==> src/cmsc_pkg.sv <==
// Shared widths, constants and the unit status type for the clock mult/shift block.
// No dependencies; every other file imports this package.
`timescale 1ns / 1ps
`default_nettype none

package cmsc_pkg;

    localparam int MASK_W    = 64;
    localparam int FREQ_W    = 32;
    localparam int MULT_W    = 32;
    localparam int SHIFT_W   = 6;
    localparam int DIVISOR_W = 42;

    localparam logic [FREQ_W-1:0]  SCALE_HZ      = 32'd1;
    localparam logic [FREQ_W-1:0]  SCALE_KHZ     = 32'd1000;
    localparam logic [MASK_W-1:0]  TARGET_HZ_SH  = 64'd1000000000 << 32;
    localparam logic [MASK_W-1:0]  TARGET_KHZ_SH = 64'd1000000 << 32;
    localparam logic [MASK_W-1:0]  MAX_SEC       = 64'd600;
    localparam logic [MASK_W-1:0]  FIT_INIT      = {32'hFFFF_FFFF, 32'h0000_0000};
    localparam logic [SHIFT_W-1:0] SHIFT_START   = 6'd32;
    localparam logic [SHIFT_W-1:0] SHIFT_LAST    = 6'd1;

    typedef struct packed {
        logic busy;
        logic done;
    } cmsc_unit_stat_t;

endpackage

`default_nettype wire

==> src/cmsc_if.sv <==
// Valid/ready channel interfaces for request and result words.
// Depends on cmsc_pkg for field widths.
`timescale 1ns / 1ps
`default_nettype none

interface cmsc_in_if import cmsc_pkg::*; ();
    logic              valid;
    logic              ready;
    logic [MASK_W-1:0] counter_mask;
    logic              khz_units;
    logic [FREQ_W-1:0] frequency;

    modport source (output valid, output counter_mask, output khz_units,
                    output frequency, input ready);
    modport sink   (input valid, input counter_mask, input khz_units,
                    input frequency, output ready);
endinterface

interface cmsc_out_if import cmsc_pkg::*; ();
    logic               valid;
    logic               ready;
    logic [MULT_W-1:0]  multiplier;
    logic [SHIFT_W-1:0] shift_amount;
    logic               div_error;

    modport source (output valid, output multiplier, output shift_amount,
                    output div_error, input ready);
    modport sink   (input valid, input multiplier, input shift_amount,
                    input div_error, output ready);
endinterface

`default_nettype wire

==> src/cmsc_mul.sv <==
// Bit-serial shift-add multiplier, one multiplier bit per cycle.
// Depends on cmsc_pkg.
`timescale 1ns / 1ps
`default_nettype none

module cmsc_mul import cmsc_pkg::*; #(
    parameter int W = MULT_W
) (
    input  wire logic             clk,
    input  wire logic             rst_n,
    input  wire logic             start,
    input  wire logic [W-1:0]     a,
    input  wire logic [W-1:0]     b,
    output cmsc_unit_stat_t       stat,
    output logic      [2*W-1:0]   product
);

    localparam int CNT_W = $clog2(W);

    logic [W-1:0]     a_reg;
    logic [2*W-1:0]   prod_reg;
    logic [CNT_W-1:0] cnt_reg;
    logic             busy_reg;
    logic             done_reg;
    logic [W:0]       sum_next;

    // add the multiplicand into the upper half when the low bit is set
    assign sum_next = {1'b0, prod_reg[2*W-1:W]} + (prod_reg[0] ? {1'b0, a_reg} : '0);

    always_ff @(posedge clk or negedge rst_n)
    begin
        if (!rst_n)
        begin
            a_reg    <= '0;
            prod_reg <= '0;
            cnt_reg  <= '0;
            busy_reg <= 1'b0;
            done_reg <= 1'b0;
        end
        else
        begin
            done_reg <= 1'b0;
            if (start)
            begin
                a_reg    <= a;
                prod_reg <= {{W{1'b0}}, b};
                cnt_reg  <= CNT_W'(W - 1);
                busy_reg <= 1'b1;
            end
            else if (busy_reg)
            begin
                prod_reg <= {sum_next, prod_reg[W-1:1]};
                cnt_reg  <= cnt_reg - 1'b1;
                if (cnt_reg == '0)
                begin
                    busy_reg <= 1'b0;
                    done_reg <= 1'b1;
                end
            end
        end
    end

    assign stat.busy = busy_reg;
    assign stat.done = done_reg;
    assign product   = prod_reg;

endmodule

`default_nettype wire

==> src/cmsc_div.sv <==
// Radix-2 restoring divider, one quotient bit per cycle.
// Depends on cmsc_pkg.
`timescale 1ns / 1ps
`default_nettype none

module cmsc_div import cmsc_pkg::*; #(
    parameter int N = MASK_W,
    parameter int D = DIVISOR_W
) (
    input  wire logic          clk,
    input  wire logic          rst_n,
    input  wire logic          start,
    input  wire logic [N-1:0]  dividend,
    input  wire logic [D-1:0]  divisor,
    output cmsc_unit_stat_t    stat,
    output logic      [N-1:0]  quotient
);

    localparam int CNT_W = $clog2(N);

    logic [D-1:0]     div_reg;
    logic [D-1:0]     rem_reg;
    logic [N-1:0]     quo_reg;
    logic [CNT_W-1:0] cnt_reg;
    logic             busy_reg;
    logic             done_reg;
    logic [D:0]       trial_next;
    logic [D:0]       diff_next;
    logic             take_next;

    assign trial_next = {rem_reg, quo_reg[N-1]};
    assign diff_next  = trial_next - {1'b0, div_reg};
    assign take_next  = (trial_next >= {1'b0, div_reg});

    always_ff @(posedge clk or negedge rst_n)
    begin
        if (!rst_n)
        begin
            div_reg  <= '0;
            rem_reg  <= '0;
            quo_reg  <= '0;
            cnt_reg  <= '0;
            busy_reg <= 1'b0;
            done_reg <= 1'b0;
        end
        else
        begin
            done_reg <= 1'b0;
            if (start)
            begin
                div_reg  <= divisor;
                rem_reg  <= '0;
                quo_reg  <= dividend;
                cnt_reg  <= CNT_W'(N - 1);
                busy_reg <= 1'b1;
            end
            else if (busy_reg)
            begin
                rem_reg <= take_next ? diff_next[D-1:0] : trial_next[D-1:0];
                quo_reg <= {quo_reg[N-2:0], take_next};
                cnt_reg <= cnt_reg - 1'b1;
                if (cnt_reg == '0)
                begin
                    busy_reg <= 1'b0;
                    done_reg <= 1'b1;
                end
            end
        end
    end

    assign stat.busy = busy_reg;
    assign stat.done = done_reg;
    assign quotient  = quo_reg;

endmodule

`default_nettype wire

==> src/clock_mult_shift_calc.sv <==
// Clock multiplier/shift calculator: usage
// One request word (counter_mask, khz_units, frequency) on the request channel
// gives one result word (multiplier, shift_amount, div_error) on the result
// channel; both are valid/ready, a word moves when valid and ready are high.
// A request is taken only while no other is in progress; one finished result
// may wait in the output register while the next request is taken.
// A zero frequency skips the arithmetic and loads the error word; otherwise the
// block runs one division and three products for the interval, steps the guard
// bits (one per significant bit of the guard product), runs one division for
// every shift tried and loads the result. The next request can be taken in the
// cycle after the result loads. The work is done by one shared radix-2 divider
// and one bit-serial multiplier.
// A stalled receiver holds the result register; a finished word then waits
// inside until the register frees. Reset (rst_n low, asynchronous) empties
// the result register and returns to idle; no clearing pass follows.
// Depends on cmsc_pkg, cmsc_if, cmsc_mul, cmsc_div.
`timescale 1ns / 1ps
`default_nettype none

module clock_mult_shift_calc import cmsc_pkg::*; (
    input  wire logic  clk,
    input  wire logic  rst_n,
    cmsc_in_if.sink    request,
    cmsc_out_if.source result
);

    typedef enum logic [2:0] {
        ST_IDLE,
        ST_MUL_DIV,
        ST_DIV_SEC,
        ST_MUL_INT,
        ST_MUL_T,
        ST_GUARD,
        ST_SEARCH,
        ST_DONE
    } state_t;

    state_t             state_reg;
    logic               khz_reg;
    logic               mask_wide_reg;
    logic [FREQ_W-1:0]  freq_reg;
    logic [MULT_W-1:0]  mul_a_reg;
    logic [MULT_W-1:0]  mul_b_reg;
    logic               mul_start_reg;
    logic [MASK_W-1:0]  dividend_reg;
    logic [DIVISOR_W-1:0] divisor_reg;
    logic               div_start_reg;
    logic [MULT_W-1:0]  t_reg;
    logic [MASK_W-1:0]  fit_mask_reg;
    logic [MASK_W-1:0]  tgt_reg;
    logic [SHIFT_W-1:0] s_reg;
    logic [MULT_W-1:0]  pend_mult_reg;
    logic [SHIFT_W-1:0] pend_shift_reg;
    logic               pend_err_reg;
    logic               out_valid_reg;
    logic [MULT_W-1:0]  out_mult_reg;
    logic [SHIFT_W-1:0] out_shift_reg;
    logic               out_err_reg;

    cmsc_unit_stat_t    mul_stat;
    cmsc_unit_stat_t    div_stat;
    logic [2*MULT_W-1:0] product;
    logic [MASK_W-1:0]  quotient;
    logic [MASK_W-1:0]  sec_clamped;
    logic [MASK_W-1:0]  half_freq;
    logic               fits;

    cmsc_mul #(.W(MULT_W)) u_mul (
        .clk     (clk),
        .rst_n   (rst_n),
        .start   (mul_start_reg),
        .a       (mul_a_reg),
        .b       (mul_b_reg),
        .stat    (mul_stat),
        .product (product)
    );

    cmsc_div #(.N(MASK_W), .D(DIVISOR_W)) u_div (
        .clk      (clk),
        .rst_n    (rst_n),
        .start    (div_start_reg),
        .dividend (dividend_reg),
        .divisor  (divisor_reg),
        .stat     (div_stat),
        .quotient (quotient)
    );

    always_comb
    begin
        priority if (quotient == '0)
            sec_clamped = MASK_W'(1);
        else if (quotient > MAX_SEC && mask_wide_reg)
            sec_clamped = MAX_SEC;
        else
            sec_clamped = quotient;
    end

    assign half_freq = {{(MASK_W-FREQ_W+1){1'b0}}, freq_reg[FREQ_W-1:1]};
    assign fits      = ((quotient & fit_mask_reg) == '0);

    always_ff @(posedge clk or negedge rst_n)
    begin
        if (!rst_n)
        begin
            state_reg      <= ST_IDLE;
            khz_reg        <= 1'b0;
            mask_wide_reg  <= 1'b0;
            freq_reg       <= '0;
            mul_a_reg      <= '0;
            mul_b_reg      <= '0;
            mul_start_reg  <= 1'b0;
            dividend_reg   <= '0;
            divisor_reg    <= '0;
            div_start_reg  <= 1'b0;
            t_reg          <= '0;
            fit_mask_reg   <= '0;
            tgt_reg        <= '0;
            s_reg          <= '0;
            pend_mult_reg  <= '0;
            pend_shift_reg <= '0;
            pend_err_reg   <= 1'b0;
            out_valid_reg  <= 1'b0;
            out_mult_reg   <= '0;
            out_shift_reg  <= '0;
            out_err_reg    <= 1'b0;
        end
        else
        begin
            mul_start_reg <= 1'b0;
            div_start_reg <= 1'b0;
            if (result.ready)
                out_valid_reg <= 1'b0;

            unique case (state_reg)
                ST_IDLE:
                begin
                    if (request.valid)
                    begin
                        khz_reg       <= request.khz_units;
                        mask_wide_reg <= (request.counter_mask[MASK_W-1:32] != '0);
                        freq_reg      <= request.frequency;
                        dividend_reg  <= request.counter_mask - (request.counter_mask >> 3);
                        tgt_reg       <= request.khz_units ? TARGET_KHZ_SH : TARGET_HZ_SH;
                        mul_a_reg     <= request.frequency;
                        mul_b_reg     <= request.khz_units ? SCALE_KHZ : SCALE_HZ;
                        if (request.frequency == '0)
                        begin
                            pend_mult_reg  <= '0;
                            pend_shift_reg <= '0;
                            pend_err_reg   <= 1'b1;
                            state_reg      <= ST_DONE;
                        end
                        else
                        begin
                            pend_err_reg  <= 1'b0;
                            mul_start_reg <= 1'b1;
                            state_reg     <= ST_MUL_DIV;
                        end
                    end
                end
                ST_MUL_DIV:
                begin
                    if (mul_stat.done)
                    begin
                        divisor_reg   <= product[DIVISOR_W-1:0];
                        div_start_reg <= 1'b1;
                        state_reg     <= ST_DIV_SEC;
                    end
                end
                ST_DIV_SEC:
                begin
                    if (div_stat.done)
                    begin
                        mul_a_reg     <= sec_clamped[MULT_W-1:0];
                        mul_b_reg     <= khz_reg ? SCALE_KHZ : SCALE_HZ;
                        mul_start_reg <= 1'b1;
                        state_reg     <= ST_MUL_INT;
                    end
                end
                ST_MUL_INT:
                begin
                    if (mul_stat.done)
                    begin
                        mul_a_reg     <= product[MULT_W-1:0];
                        mul_b_reg     <= freq_reg;
                        mul_start_reg <= 1'b1;
                        state_reg     <= ST_MUL_T;
                    end
                end
                ST_MUL_T:
                begin
                    if (mul_stat.done)
                    begin
                        t_reg        <= product[2*MULT_W-1:MULT_W];
                        fit_mask_reg <= FIT_INIT;
                        state_reg    <= ST_GUARD;
                    end
                end
                ST_GUARD:
                begin
                    // drop one guard bit per significant bit of t
                    if (t_reg != '0)
                    begin
                        t_reg        <= t_reg >> 1;
                        fit_mask_reg <= {1'b1, fit_mask_reg[MASK_W-1:1]};
                    end
                    else
                    begin
                        s_reg         <= SHIFT_START;
                        dividend_reg  <= tgt_reg + half_freq;
                        divisor_reg   <= DIVISOR_W'(freq_reg);
                        div_start_reg <= 1'b1;
                        state_reg     <= ST_SEARCH;
                    end
                end
                ST_SEARCH:
                begin
                    if (div_stat.done)
                    begin
                        priority if (fits)
                        begin
                            pend_mult_reg  <= quotient[MULT_W-1:0];
                            pend_shift_reg <= s_reg;
                            state_reg      <= ST_DONE;
                        end
                        else if (s_reg == SHIFT_LAST)
                        begin
                            pend_mult_reg  <= quotient[MULT_W-1:0];
                            pend_shift_reg <= '0;
                            state_reg      <= ST_DONE;
                        end
                        else
                        begin
                            s_reg         <= s_reg - 1'b1;
                            tgt_reg       <= tgt_reg >> 1;
                            dividend_reg  <= (tgt_reg >> 1) + half_freq;
                            div_start_reg <= 1'b1;
                        end
                    end
                end
                ST_DONE:
                begin
                    if (!out_valid_reg || result.ready)
                    begin
                        out_valid_reg <= 1'b1;
                        out_mult_reg  <= pend_mult_reg;
                        out_shift_reg <= pend_shift_reg;
                        out_err_reg   <= pend_err_reg;
                        state_reg     <= ST_IDLE;
                    end
                end
                default:
                begin
                    state_reg <= ST_IDLE;
                end
            endcase
        end
    end

    assign request.ready       = (state_reg == ST_IDLE);
    assign result.valid        = out_valid_reg;
    assign result.multiplier   = out_mult_reg;
    assign result.shift_amount = out_shift_reg;
    assign result.div_error    = out_err_reg;

`ifndef NO_ASSERTIONS
    a_mul_start_idle: assert property (@(posedge clk) disable iff (!rst_n)
        mul_start_reg |-> !mul_stat.busy)
        else $error("multiplier started while busy");

    a_div_start_idle: assert property (@(posedge clk) disable iff (!rst_n)
        div_start_reg |-> !div_stat.busy)
        else $error("divider started while busy");

    a_div_done_state: assert property (@(posedge clk) disable iff (!rst_n)
        div_stat.done |-> (state_reg == ST_DIV_SEC || state_reg == ST_SEARCH))
        else $error("divider finished outside a division state");

    a_err_zero: assert property (@(posedge clk) disable iff (!rst_n)
        (out_valid_reg && out_err_reg) |-> (out_mult_reg == '0 && out_shift_reg == '0))
        else $error("error word carries a non-zero payload");

    a_shift_range: assert property (@(posedge clk) disable iff (!rst_n)
        out_valid_reg |-> (out_shift_reg <= SHIFT_START))
        else $error("shift amount out of range");

    a_load_from_done: assert property (@(posedge clk) disable iff (!rst_n)
        $rose(out_valid_reg) |-> $past(state_reg == ST_DONE))
        else $error("result loaded outside the done state");
`endif

endmodule

`default_nettype wire

==> src/flat_wrapper.sv <==
// flat-port wrapper written by rule: the top's interface ports become plain ports
module clock_mult_shift_calc_flat import cmsc_pkg::*;
  (clk, rst_n, request_valid, request_counter_mask, request_khz_units, request_frequency, request_ready, result_valid, result_multiplier, result_shift_amount, result_div_error, result_ready);
  cmsc_in_if request_i ();
  cmsc_out_if result_i ();
  input  wire logic clk;
  input  wire logic rst_n;
  input wire logic [$bits(request_i.valid)-1:0] request_valid;
  input wire logic [$bits(request_i.counter_mask)-1:0] request_counter_mask;
  input wire logic [$bits(request_i.khz_units)-1:0] request_khz_units;
  input wire logic [$bits(request_i.frequency)-1:0] request_frequency;
  output wire logic [$bits(request_i.ready)-1:0] request_ready;
  output wire logic [$bits(result_i.valid)-1:0] result_valid;
  output wire logic [$bits(result_i.multiplier)-1:0] result_multiplier;
  output wire logic [$bits(result_i.shift_amount)-1:0] result_shift_amount;
  output wire logic [$bits(result_i.div_error)-1:0] result_div_error;
  input wire logic [$bits(result_i.ready)-1:0] result_ready;
  assign request_i.valid = request_valid;
  assign request_i.counter_mask = request_counter_mask;
  assign request_i.khz_units = request_khz_units;
  assign request_i.frequency = request_frequency;
  assign request_ready = request_i.ready;
  assign result_valid = result_i.valid;
  assign result_multiplier = result_i.multiplier;
  assign result_shift_amount = result_i.shift_amount;
  assign result_div_error = result_i.div_error;
  assign result_i.ready = result_ready;
  clock_mult_shift_calc u_core (.clk(clk), .rst_n(rst_n), .request(request_i), .result(result_i));
endmodule
==> config.mk <==
export PLATFORM = sky130hd
export DESIGN_NAME = clock_mult_shift_calc_flat
export DESIGN_NICKNAME = d
export VERILOG_FILES = /design/src/cmsc_pkg.sv /design/src/cmsc_if.sv /design/src/cmsc_mul.sv /design/src/cmsc_div.sv /design/src/clock_mult_shift_calc.sv /design/src/flat_wrapper.sv
export SDC_FILE = /design/constraint.sdc
export NUM_CORES = 2
export LEC_CHECK = 0
export ABC_AREA = 1
export BUFFER_PORTS_ARGS = -buffer_cell sky130_fd_sc_hd__buf_2
export CAP_MARGIN = 20
export CORE_MARGIN = 2
export CORE_UTILIZATION = 58
export DETAILED_ROUTE_END_ITERATION = 10
export GPL_ROUTABILITY_DRIVEN = 0
export PLACE_DENSITY = 0.78
export SETUP_SLACK_MARGIN = 0.02
export SLEW_MARGIN = 0
export SYNTH_ARGS = -nofsm -noshare
export SYNTH_HDL_FRONTEND = slang
export SYNTH_SLANG_ARGS = --single-unit
==> constraint.sdc <==
create_clock -name clk -period 3.3 [get_ports clk]
set_input_delay 0.165 -clock clk [delete_from_list [all_inputs] [get_ports clk]]
set_output_delay 0.165 -clock clk [all_outputs]
set_load 0.02 [all_outputs]
==> reports/metrics.cfg <==
[run_status]
status=finished clean

[sta]
rsz0062_at_grt=true
finClkSkew_ns=0.0290
fin_crit_sh=0.970
worst_pin_slew_ns=1.04
final_max_slew_viol_count=0
hold_violations=0
layout_min_cycle_time_ns=3.20
setup_viol=0
slew_headroom=0.305
fmax_mhz=312

[global_route]
antenna_found_initial=2
grt_pass1_vias=43000
grt_max_degree=109
grt_pass1_wl_mm=234
track_usage=0.367
grt_overflow=0

[final_layout]
fin_area_mm2=0.0509
n_fill_cell=6730
final_nets=7012
drive_gt1_frac=0.0818
multiInputGateArea_mm2=0.0234
mostFrequentLayoutCells=2162 x nand2_1, 856 x inv_1, 708 x dfrtp_1
seq_area_mm2=0.0178
syn2layout_area_growth_pct=12.5
final_common_cell=nand2_1

[routing]
remaining_drc_errors=0
drt_iter0_markers=5229
drtAntennaViolNets=0
via_per_inst=5.92
vias=46400
wl_per_cell_um=19.3
dr.pass1.iters=10
wl_mm=151

[pwr]
total_power_w=0.0513
vdd_drop_max_uv=710
p_per_area_mw_per_mm2=1010
leakage_nw=26.3

[yosys]
yosys.area_share.simple=0.297
syn-num-nets=6852
netlist_area_mm2=0.0453
synth_edf_count=0
ys.flop_type=dfrtp_1
synth-compound-area-share=0.145
synth_fa_ha_area_frac=0.0493
muxShareOfSynthArea=0.00896
synth_cell_types=49
yosys_warnings=0
synth_cells=6575
synthArstFlopShare=1.00
synthXorXnorAreaFrac=0.0114
ys_ff_latch=711
avgSynthCellArea_um2=6.88
seq_area_frac_synth=0.393
synth_top_family_by_area=simple AND/OR/NAND/NOR gates

[floorplan]
dieWidth_um=283
core-area_mm2=0.0773
dieHeight_um=283
die_area_mm2=0.0803
pin_count=142
rows=102
start_util=0.585

[placed_design]
port_buffers=141
hpwl_mm=112
place_area_mm2=0.0475

[worst_setup_path]
cpMostUsedCell=nand2_1
cp-start-kind=flip-flop
worstSetupPathType=reg -> reg
reg2reg_depth=20
critPathCaptureType=flip-flop
cp_slowest_cell=dfrtp_1
slowest_delay_ns=0.40
crit_chain=inv_2 -> nand3_4 -> buf_4 -> buf_6 -> nand2_1 -> o21ai_0 -> ha_1 -> a21oi_2 -> inv_1 -> a21oi_1 -> nand2_1 -> a21oi_1 -> nand2_1 -> nand2_1 -> nand2_1 -> nand2_1 -> nand3_1 -> nand2_1 -> nand2_1 -> nand2_1
cp_num_cells=20
crit_family=simple AND/OR/NAND/NOR gates
worstPathArrival_ns=3.77
required_ns=3.87
cp_max_fo=14
path_buf_inv=4

[clocking]
root_buffer=clkbuf_16
clkSinkCount=711
clk_latency_ns=0.65
cts_buffers=77
clock_path_buffers=3
htree_levels=3
cts_tree=done
path_clk_slew_ns=0.06

[hold_path]
hold_class=in -> reg
hold_depth=4

[job]
cap_violations=0

-- metal layers --
metal	wire (µm)	track usage	up-vias
met5	13	0	-
met4	11500	0.233	2
met3	15700	0.0816	661
met2	65000	0.557	2611
met1	58700	0.477	21500
li1	-	-	21600
-- repair_timing --
| item | CTS | global route |
|---|---|---|
| pin swaps | 1 | 11 |
| hold buffers | 39 | 0 |
| gates cloned | 1 | 3 |
| hold endpoints to repair | 126 | 0 |
| endpoints found under the setup margin | 30 | 82 |
| gates resized for setup | 2 | 54 |
| setup buffers | 0 | 9 |
-- metrics by stage --
step | setup slack [ns] | std cells | TNS, ns | util | hold slack (ns)
2_1_floorplan | 0.0295 | 6575 | 0 | - | -0.131
3_3_place_gp | 0.0358 | 7643 | 0 | 0.614 | 0.154
3_5_place_dp | -0.0801 | 7643 | -1.10 | 0.614 | 0.153
4_1_cts | 0.0261 | 7821 | 0 | 0.655 | 0.00503
5_1_grt | -0.118 | 7834 | -0.428 | 0.658 | 0.0323
6_report | 0.0980 | 7835 | 0 | 0.658 | 0.00368
-- cells in the mapped netlist, types with 30 or more instances --
cell | instances | area, µm²
nand3b_1 | 33 | 248
o211ai_1 | 38 | 285
inv_1 | 857 | 3220
nand3_1 | 370 | 1850
dfrtp_1 | 711 | 17800
mux2_2 | 36 | 405
nand2_1 | 2178 | 8180
a221oi_1 | 32 | 280
xnor2_1 | 30 | 263
nand4_1 | 77 | 482
ha_1 | 172 | 2150
o22ai_1 | 68 | 425
nor3_1 | 52 | 260
a21oi_1 | 356 | 1780
a31oi_1 | 102 | 638
buf_2 | 31 | 155
clkbuf_1 | 179 | 672
nor2_1 | 521 | 1960
o21ai_0 | 485 | 2430
-- worst reg2reg max path: stages (launching register included) --
cell and delay [ns]:
dfrtp_1 0.40, inv_2 0.08, nand3_4 0.15, buf_4 0.19, buf_6 0.16, nand2_1 0.06
o21ai_0 0.08, ha_1 0.40, a21oi_2 0.21, inv_1 0.05, a21oi_1 0.17, nand2_1 0.13
a21oi_1 0.15, nand2_1 0.14, nand2_1 0.17, nand2_1 0.12, nand2_1 0.09, nand3_1 0.11
nand2_1 0.14, nand2_1 0.07, nand2_1 0.07
-- area by class of cell --
class	instances	area share
Antenna cell	1	0.0000492
Clock buffer	107	0.0453
Clock inverter	31	0.00932
Inverter	871	0.0643
Multi-Input combinational cell	4753	0.459
Sequential cell	711	0.350
Tap cell	1040	0.0256
Timing Repair Buffer	321	0.0465
-- report_power, final --
group	internal, W	switching, W	total, W
logic	0.00850	0.0178	0.0263
registers	0.0123	0.00319	0.0155
clock network	0.00575	0.00371	0.00946
-- logic make-up after synthesis --
| family | Yosys count |
|---|---|
| DFF | 711 |
| and+or+nand+nor | 3299 |
| adders and majority gates | 176 |
| muxes | 36 |
| buffers and inverters | 1113 |
| AOI/OAI and AO/OA | 1181 |
| xor gates and xnor gates | 59 |
-- worst paths after layout --
path	startpoint	to	slack, ns
min in group asynchronous	rst_n	u_core.u_div.rem_reg[40]	0.07
min reg2reg	u_core.pend_mult_reg[15]	u_core.pend_mult_reg[15]	0.47
max in group asynchronous	rst_n	u_core.fit_mask_reg[41]	2.19
min	request_counter_mask[62]	u_core.dividend_reg[62]	0.004
max	u_core.state_reg[0]	u_core.dividend_reg[45]	0.1
max reg2reg	u_core.state_reg[0]	u_core.dividend_reg[45]	0.1
Power figures use the tool's default switching activity.
